**src/rtl/glu_pkg.sv**
```systemverilog
package glu_pkg;

   localparam int VALUE_BITS = 62;

   typedef struct packed {
      logic load;
      logic gcd_step;
      logic gcd_finish;
      logic div_step;
      logic mul_step;
      logic out_load;
   } cmd_type;

   typedef struct packed {
      logic bad;
      logic mode;
      logic gcd_equal;
   } status_type;

endpackage

```
**src/rtl/glu_dpath.sv**
```systemverilog
module glu_dpath #(
   parameter int OPERAND_BITS = 31
) (
   input  logic                           clock,
   input  glu_pkg::cmd_type               cmd,
   output glu_pkg::status_type            status,
   input  logic                           req_mode,
   input  logic [OPERAND_BITS-1:0]        req_operand_a,
   input  logic [OPERAND_BITS-1:0]        req_operand_b,
   output logic [glu_pkg::VALUE_BITS-1:0] rsp_value,
   output logic                           rsp_bad_operand
);

   localparam int KW = $clog2(OPERAND_BITS + 1);
   localparam int PW = 2 * OPERAND_BITS;
   localparam int OB = OPERAND_BITS;

   logic                           mode_ff, mode_in;
   logic                           bad_ff, bad_in;
   logic [OB-1:0]                  a_ff, a_in;
   logic [OB-1:0]                  b_ff, b_in;
   logic [OB-1:0]                  x_ff, x_in;
   logic [OB-1:0]                  y_ff, y_in;
   logic [KW-1:0]                  k_ff, k_in;
   logic [OB-1:0]                  g_ff, g_in;
   logic [OB-1:0]                  rem_ff, rem_in;
   logic [OB-1:0]                  quo_ff, quo_in;
   logic [PW-1:0]                  prod_ff, prod_in;
   logic [glu_pkg::VALUE_BITS-1:0] value_ff, value_in;
   logic                           out_bad_ff, out_bad_in;
   logic [OB-1:0]                  diff_xy, diff_yx;
   logic [OB:0]                    trial, trial_diff;

   assign diff_xy    = x_ff - y_ff;
   assign diff_yx    = y_ff - x_ff;
   assign trial      = {rem_ff, quo_ff[OB-1]};
   assign trial_diff = trial - {1'b0, g_ff};

   always_comb begin
      mode_in    = mode_ff;
      bad_in     = bad_ff;
      a_in       = a_ff;
      b_in       = b_ff;
      x_in       = x_ff;
      y_in       = y_ff;
      k_in       = k_ff;
      g_in       = g_ff;
      rem_in     = rem_ff;
      quo_in     = quo_ff;
      prod_in    = prod_ff;
      value_in   = value_ff;
      out_bad_in = out_bad_ff;
      if (cmd.load) begin
         mode_in = req_mode;
         bad_in  = (req_operand_a == '0) || (req_operand_b == '0);
         a_in    = req_operand_a;
         b_in    = req_operand_b;
         x_in    = req_operand_a;
         y_in    = req_operand_b;
         k_in    = '0;
      end
      if (cmd.gcd_step) begin
         if (!x_ff[0] && !y_ff[0]) begin
            x_in = x_ff >> 1;
            y_in = y_ff >> 1;
            k_in = k_ff + KW'(1);
         end else if (!x_ff[0]) begin
            x_in = x_ff >> 1;
         end else if (!y_ff[0]) begin
            y_in = y_ff >> 1;
         end else if (x_ff > y_ff) begin
            x_in = diff_xy >> 1;
         end else begin
            y_in = diff_yx >> 1;
         end
      end
      if (cmd.gcd_finish) begin
         g_in   = x_ff << k_ff;
         rem_in = '0;
         quo_in = a_ff;
      end
      if (cmd.div_step) begin
         if (!trial_diff[OB]) begin
            rem_in = trial_diff[OB-1:0];
            quo_in = {quo_ff[OB-2:0], 1'b1};
         end else begin
            rem_in = trial[OB-1:0];
            quo_in = {quo_ff[OB-2:0], 1'b0};
         end
      end
      if (cmd.mul_step) begin
         prod_in = PW'(quo_ff) * PW'(b_ff);
      end
      if (cmd.out_load) begin
         out_bad_in = bad_ff;
         if (bad_ff) begin
            value_in = '0;
         end else if (mode_ff) begin
            value_in = glu_pkg::VALUE_BITS'(prod_ff);
         end else begin
            value_in = glu_pkg::VALUE_BITS'(g_ff);
         end
      end
   end

   always_ff @(posedge clock) begin
      mode_ff    <= mode_in;
      bad_ff     <= bad_in;
      a_ff       <= a_in;
      b_ff       <= b_in;
      x_ff       <= x_in;
      y_ff       <= y_in;
      k_ff       <= k_in;
      g_ff       <= g_in;
      rem_ff     <= rem_in;
      quo_ff     <= quo_in;
      prod_ff    <= prod_in;
      value_ff   <= value_in;
      out_bad_ff <= out_bad_in;
   end

   assign status.bad       = bad_ff;
   assign status.mode      = mode_ff;
   assign status.gcd_equal = (x_ff == y_ff);

   assign rsp_value       = value_ff;
   assign rsp_bad_operand = out_bad_ff;

endmodule

```
**src/rtl/glu_ctrl.sv**
```systemverilog
module glu_ctrl #(
   parameter int OPERAND_BITS = 31
) (
   input  logic                clock,
   input  logic                reset,
   input  logic                req_valid,
   output logic                req_stall,
   output logic                rsp_valid,
   input  logic                rsp_stall,
   input  glu_pkg::status_type status,
   output glu_pkg::cmd_type    cmd
);

   localparam int CW = $clog2(OPERAND_BITS);

   typedef enum logic [2:0] {
      ST_IDLE,
      ST_GCD,
      ST_DIVIDE,
      ST_MULTIPLY,
      ST_WRITE
   } state_type;

   state_type     state_ff, state_in;
   logic [CW-1:0] cnt_ff, cnt_in;
   logic          rsp_valid_ff, rsp_valid_in;
   logic          slot_free;

   assign slot_free = !rsp_valid_ff || !rsp_stall;

   always_comb begin
      state_in     = state_ff;
      cnt_in       = cnt_ff;
      rsp_valid_in = rsp_valid_ff && rsp_stall;
      cmd          = '0;
      unique case (state_ff)
         ST_IDLE: begin
            if (req_valid) begin
               cmd.load = 1'b1;
               state_in = ST_GCD;
            end
         end
         ST_GCD: begin
            if (status.bad) begin
               state_in = ST_WRITE;
            end else if (status.gcd_equal) begin
               cmd.gcd_finish = 1'b1;
               cnt_in         = '0;
               state_in       = status.mode ? ST_DIVIDE : ST_WRITE;
            end else begin
               cmd.gcd_step = 1'b1;
            end
         end
         ST_DIVIDE: begin
            cmd.div_step = 1'b1;
            cnt_in       = cnt_ff + CW'(1);
            if (cnt_ff == CW'(OPERAND_BITS - 1)) begin
               state_in = ST_MULTIPLY;
            end
         end
         ST_MULTIPLY: begin
            cmd.mul_step = 1'b1;
            state_in     = ST_WRITE;
         end
         ST_WRITE: begin
            if (slot_free) begin
               cmd.out_load = 1'b1;
               rsp_valid_in = 1'b1;
               state_in     = ST_IDLE;
            end
         end
         default: begin
            state_in = ST_IDLE;
         end
      endcase
   end

   always_ff @(posedge clock) begin
      if (reset) begin
         state_ff     <= ST_IDLE;
         cnt_ff       <= '0;
         rsp_valid_ff <= 1'b0;
      end else begin
         state_ff     <= state_in;
         cnt_ff       <= cnt_in;
         rsp_valid_ff <= rsp_valid_in;
      end
   end

   assign req_stall = (state_ff != ST_IDLE);
   assign rsp_valid = rsp_valid_ff;

endmodule

```
**src/rtl/gcd_lcm_unit.sv**
```systemverilog
// Channel   Direction  Handshake            Payload
// req_      in         req_valid/req_stall  req_mode, req_operand_a, req_operand_b
// rsp_      out        rsp_valid/rsp_stall  rsp_value, rsp_bad_operand
//
// An item passes through a load, binary GCD steps, a GCD finish and a write (an item
// with a zero operand goes from the load straight to the write); in LCM mode divide
// steps and a multiply step are added.
// The iterative GCD loop and the one-bit-per-cycle divider set how long an item takes.
// Reset is synchronous and clears only the controller and the result valid flag.
// A held result under rsp_stall does not block the next transaction from entering.
module gcd_lcm_unit #(
   parameter int OPERAND_BITS = 31
) (
   input  logic                           clock,
   input  logic                           reset,
   input  logic                           req_valid,
   output logic                           req_stall,
   input  logic                           req_mode,
   input  logic [OPERAND_BITS-1:0]        req_operand_a,
   input  logic [OPERAND_BITS-1:0]        req_operand_b,
   output logic                           rsp_valid,
   input  logic                           rsp_stall,
   output logic [glu_pkg::VALUE_BITS-1:0] rsp_value,
   output logic                           rsp_bad_operand
);

   glu_pkg::cmd_type    cmd;
   glu_pkg::status_type status;

   glu_ctrl #(
      .OPERAND_BITS(OPERAND_BITS)
   ) u_ctrl (
      .clock    (clock),
      .reset    (reset),
      .req_valid(req_valid),
      .req_stall(req_stall),
      .rsp_valid(rsp_valid),
      .rsp_stall(rsp_stall),
      .status   (status),
      .cmd      (cmd)
   );

   glu_dpath #(
      .OPERAND_BITS(OPERAND_BITS)
   ) u_dpath (
      .clock          (clock),
      .cmd            (cmd),
      .status         (status),
      .req_mode       (req_mode),
      .req_operand_a  (req_operand_a),
      .req_operand_b  (req_operand_b),
      .rsp_value      (rsp_value),
      .rsp_bad_operand(rsp_bad_operand)
   );

endmodule

```
**config.mk**
```make
export PLATFORM = sky130hd
export DESIGN_NAME = gcd_lcm_unit
export DESIGN_NICKNAME = d
export VERILOG_FILES = /design/src/rtl/glu_pkg.sv /design/src/rtl/glu_dpath.sv /design/src/rtl/glu_ctrl.sv /design/src/rtl/gcd_lcm_unit.sv
export SDC_FILE = /design/constraint.sdc
export NUM_CORES = 2
export LEC_CHECK = 0
export BUFFER_PORTS_ARGS = -buffer_cell sky130_fd_sc_hd__buf_4
export CAP_MARGIN = 20
export CORE_ASPECT_RATIO = 0.7
export CORE_MARGIN = 4
export CORE_UTILIZATION = 55
export DETAILED_ROUTE_END_ITERATION = 8
export PLACE_DENSITY = 0.72
export SLEW_MARGIN = 40
export SYNTH_ARGS = -nofsm -noshare
export SYNTH_HDL_FRONTEND = slang
export SYNTH_SLANG_ARGS = --single-unit
```
**constraint.sdc**
```tcl
create_clock -name clock -period 9.8 [get_ports clock]
set_input_delay 1.47 -clock clock [delete_from_list [all_inputs] [get_ports clock]]
set_output_delay 1.47 -clock clock [all_outputs]
set_load 0.02 [all_outputs]
```
After elaboration in Yosys (flattened, before gate mapping)

Cells that the tools add are included.

Add/sub/neg operators: 5
Multipliers: 1
Divide/modulo/power cells: 0
Magnitude comparators: 1
Equality and inequality tests: 12
Shift-type cells: 1
Mux-type cells: 44
Bitwise logic cells: 1
Reductions and logical operators: 17

Operators by type and width:

| kind                                          | count |
|---|---|
| two-way mux 31 bit                            | 18 |
| zero test 31 bit                              | 2 |
| multiplier 31 x 31 -> 62 bit                  | 1 |
| subtractor 31 bit                             | 2 |
| subtractor 32 x 31 -> 32 bit                  | 1 |
| == test 31 bit                                | 1 |
| greater-than comparator 31 bit                | 1 |
| left shift 31 x 5 -> 31 bit                   | 1 |
| two-way mux 5 bit                             | 5 |
| two-way mux 3 bit                             | 6 |
| case mux 3 bit (5 select lines)               | 1 |
| two-way mux 1 bit                             | 11 |
| adder 5 x 1 -> 5 bit, second input constant   | 2 |
| case mux 5 bit (2 select lines)               | 1 |
| == test 3 x 2 -> 1 bit, second input constant | 2 |
| != test 2 bit, second input constant          | 3 |
| == test 5 bit, second input constant          | 1 |
| zero test 1 bit                               | 4 |
| two-way mux 2 bit                             | 2 |
| != test 2 x 1 -> 1 bit, second input constant | 2 |
| AND reduction 4 bit                           | 1 |
| nonzero test 2 bit                            | 2 |
| == test 3 x 1 -> 1 bit, second input constant | 1 |
| == test 3 bit, second input constant          | 1 |
| other kinds (8)                               | 10 |

Flip-flop bits (word level): 358
Bits in latches: 0
Bits in writable memories: 0
Bits in read-only memories: 0
Bits of input ports: 67
Output and inout port bits: 65
Logic and storage cells: 99
Memories kept: 0

Longest topological paths before layout

Word-level depth: 8
Depth in mapped cells: 31
Gate-level depth less buffers: 29

Modules after synthesis

A second synthesis with hierarchy kept.

Cells, all modules: 5288
Area total of the unflattened synthesis: 51145.3 um2

By module, submodules not included:

| module    | times used | cells each | area an instance (um2) | sequential area each (um2) |
|---|---|---|---|---|
| glu_dpath | 1          | 5229       | 50574.8                | 9809.4 |
| glu_ctrl  | 1          | 59         | 570.5                  | 180.2 |

Least setup slack after synthesis

No wires, ideal clock.

Kind: register to register
Start point: register u_dpath.quo_ff[13]
End point: register u_dpath.prod_ff[50], data pin
Library setup time: 258 ps
Arrival time: 7081 ps
Required time: 9542 ps
Path slack: 2461 ps
Cell stages (with the launch flop): 26
Buffers on the path: 1
Period minus slack after synthesis: 7339 ps
Path through: edfxtp_1 -> clkbuf_1 -> and2_1 -> fa_1 -> fa_1 -> fa_1 -> inv_1 -> fa_1 -> inv_1 -> fa_1 -> inv_1 -> fa_1 -> inv_1 -> fa_1 -> fa_1 -> ha_1 -> and3_1 -> nand2_1 -> nor4_1 -> a2111oi_2 -> o41ai_2 -> a41oi_2 -> o211ai_1 -> and3_4 -> a21oi_1 -> xnor2_1

Cells in the longest elaborated chain, start to end: 1

RTL lines:

| item                         | RTL line         | source |
|---|---|---|
| start, declared              | glu_dpath.sv:27  | `logic [OB-1:0] quo_ff, quo_in;` |
| start signal, assigned       | glu_dpath.sv:116 | `quo_ff <= quo_in;` |
| multiplier 31 x 31 -> 62 bit | glu_dpath.sv:92  | `prod_in = PW'(quo_ff) * PW'(b_ff);` |
| end signal, assigned         | glu_dpath.sv:117 | `prod_ff <= prod_in;` |
| end, declared                | glu_dpath.sv:28  | `logic [PW-1:0] prod_ff, prod_in;` |

Every way passes these cells.
A chain may end at the register's enable or synchronous reset.

Final worst setup path

Start point: register u_dpath.quo_ff[14]
End point: register u_dpath.prod_ff[54], data pin

The elaborated chain is that of the path after synthesis.

==> results.md <==
- Fin crit period: between 9 and 10 ns
- Post-CTS setup buffer count: 0
- Final Hold Viols: 0
- Post-CTS sizing: 0
- Syn avg cell area: 9.43 µm²
- Nets: 6684
- Initial Utilization: 55.6%
- RSZ-0062 raised after global routing: false
- # clock sinks: 358
- Max-slew violation count: 0
- Global route overflow: 0
- Maxcap violations: 0
- Asr flop ratio synth: 0%
- Yosys top cell area share: 32.8%
- Most used DFF post-synth: edfxtp_1
- Largest net degree at the start of global routing: 73
- YS warnings: 0
- Clk Latency, worst-skew pair: ~0.62 ns
- Total Die Area: 98200 µm²
- First DRT Iteration DRCs: ~4200
- GP Congestion: 0.970
- Place WS: around 0.93 ns
- Final worst-path cycle share: between 90% and 100%
- Buffers added on ports: 131
- Die Y: approximately 260 µm
- DR pass1 iterations: 6
- Post-DP HPWL: 120000 µm
- Syn_nets: 6692
- CTS tree: yes
- Die span in x: 373 µm
- Minimum hold slack: 0.506 ns
- Buf+Inv Stages, Crit Path: 3
- CP Max Fanout: 20
- EDFF count, synth: roughly 280
- Crit path DAT: about 9.4 ns
- Initial antenna violation count: 3
- Setup violators final: 0
- Worst Path Required: between 10 and 15 ns
- Tot GR Track Use: 30.6%
- Vias in the first global route: approximately 39000
- H-Tree Depth: 2
- Crit path launch type: flop
- CP max-delay cell: edfxtp_1
- Wire per inst: 22.3 µm
- Rows: between 90 and 100
- Clk_skew: 0.0511 ns
- Most numerous cell in the Yosys netlist: inv_1
- Slew HR: between 40% and 50%
- CP endpoint kind: flop
- Crit path cell chain: buf_4 -> and2_1 -> fa_1 -> fa_1 -> inv_1 -> fa_1 -> fa_1 -> inv_1 -> fa_1 -> fa_1 -> fa_1 -> fa_1 -> ha_1 -> a21o_1 -> a31oi_1 -> o21bai_1 -> a21o_1 -> a2111oi_2 -> o41ai_2 -> a41oi_2 -> o211ai_1 -> and3_4 -> a211oi_2 -> xnor2_1
- Largest area contributor in the netlist: fa_1
- Crit path max-delay family: adder cells
- Hold crit path type: reg -> reg
- Fill count: about 8000
- Non-Filler Instances: 6694
- Worst Tran Pin Value: ~0.9 ns
- Top post-synthesis cells by count: 919 x inv_1, 840 x fa_1, 775 x nand2_1
- Mapped Cells: approximately 5400
- Vias/cell: 5.75
- DRC violations left: 0
- Synth cell types: 89
- First-pass GRT wire length: 234000 µm
- Crit Path Class: reg -> reg
- Largest cells by area after synthesis: fa_1 33%, edfxtp_1 17%, ha_1 8.6%
- Final wirelength: roughly 150000 µm
- Worst path max stage delay: a little under 0.8 ns
- Antenna-violating nets left: 0
- Total CTS buffers: 40
- Reg clk slew, reported paths: 0.07 ns
- Hold_buf cts: 0
- F_max: 111 MHz
- Via count: ~39000
- I/O pins: 132
- Layout cell share with drive strength beyond 1: 7.16%
- CP dominant cell by count: fa_1
- Setup TNS: 0 ns
- Clk buf depth: 3
- Mapped Area: a little over 50000 µm²
- Register bit total from synthesis: 358
- Synth-to-layout area growth: 7.64%
- Status: complete, no violations
- Placed Cells incl. Taps: approximately 6600
- Core area: 92200 µm²
- Sequential-to-total area share from yosys stat: between 15 and 20%
- Root Buffer: clkbuf_16
- Setup ws final: 0.769 ns
==> final timing paths <==
kind | slack [ns] | depth (start not counted) | from | to
max | 0.77 | 24 | u_dpath.quo_ff[14]$_DFFE_PP_ | u_dpath.prod_ff[54]$_DFFE_PP_
min | 0.51 | 1 | u_dpath.y_ff[30]$_DFF_P_ | u_dpath.y_ff[29]$_DFF_P_
max reg2reg | 0.77 | 24 | u_dpath.quo_ff[14]$_DFFE_PP_ | u_dpath.prod_ff[54]$_DFFE_PP_
min reg2reg | 0.51 | 1 | u_dpath.y_ff[30]$_DFF_P_ | u_dpath.y_ff[29]$_DFF_P_
==> worst reg2reg max path: cells and delay by family, from the launching register on <==
| family | cells | cell delay (ns) |
|---|---|---|
| fa+ha+maj | 9 | 4.28 |
| compound gates | 9 | 2.56 |
| flops | 1 | 0.77 |
| buf+inv | 3 | 0.65 |
| simple gates | 2 | 0.45 |
| xor+xnor | 1 | 0.09 |
==> logic make-up after synthesis <==
| family | Yosys count | share of synthesized area, % |
|---|---|---|
| compound gates | 655 | 8.40 |
| xor+xnor | 152 | 2.60 |
| fa+ha+maj | 1191 | 41.4 |
| buf+inv | 1241 | 9.17 |
| flops | 358 | 19.5 |
| mux | 132 | 2.81 |
| simple gates | 1705 | 16.1 |
==> flip-flops by register name, summed over array words and instances, names as in the netlist, 3 cells and up <==
register and flops:
u_dpath.rsp_value 62, u_dpath.y_ff 31, u_dpath.b_ff 31, u_dpath.k_ff 5, u_dpath.prod_ff 62, u_ctrl.cnt_ff 5
u_dpath.a_ff 31, u_dpath.quo_ff 31, u_dpath.rem_ff 31, u_ctrl.state_ff 3, u_dpath.g_ff 31, u_dpath.x_ff 31
==> cells in the final DEF, fill, tap and decap left out, drive strengths merged, types with 18 or more instances in the layout <==
| cell | netlist | final |
|---|---|---|
| xnor2 | 102 | 102 |
| buf | 25 | 265 |
| o21bai | 28 | 28 |
| nand3 | 26 | 26 |
| a211oi | 29 | 29 |
| inv | 923 | 928 |
| o21ai | 114 | 114 |
| mux2i | 117 | 117 |
| clkbuf | 290 | 49 |
| nor4 | 21 | 21 |
| o22ai | 32 | 32 |
| edfxtp | 282 | 282 |
| xor2 | 50 | 50 |
| nor2b | 31 | 31 |
| nand2 | 775 | 775 |
| nand4 | 35 | 35 |
| dfxtp | 76 | 76 |
| nor3 | 34 | 34 |
| a21o | 82 | 82 |
| fa | 840 | 840 |
| ha | 351 | 351 |
| nand2b | 18 | 18 |
| nor2 | 184 | 184 |
| a31oi | 40 | 40 |
| and2 | 536 | 536 |
| a21oi | 207 | 207 |
==> cell type report <==
type                    instances  area (µm²)  area share, %
multi-input cells            3835       36700           66.5
flip-flops and latches        358        9990           18.1
inverters                     926        3480           6.31
repair buffers                265        2190           3.98
well taps                    1235        1550           2.80
clock buffers                  49        1030           1.88
clock inverters                25         248          0.449
diodes                          1        2.50        0.00454
==> routing by layer <==
metal  GRT usage (%)  vias up  part of all wire (%)
met2            43.2     1990                    41
li1                -    17100                     -
met3            8.90      208                    12
met4            7.77        2                   2.8
met1            46.2    19200                    44
met5               0        -                0.0087
==> through the flow <==
step | area, µm² | util, %
finish | 55200 | 59.8
global route | 55100 | 59.8
CTS | 55100 | 59.8
detailed placement | 53800 | 58.4
global placement | 53300 | 57.8
floorplan | 51200 | -
Power is not shown: default switching activity piles up to over one toggle a cycle in this logic, so the estimate is an artifact.
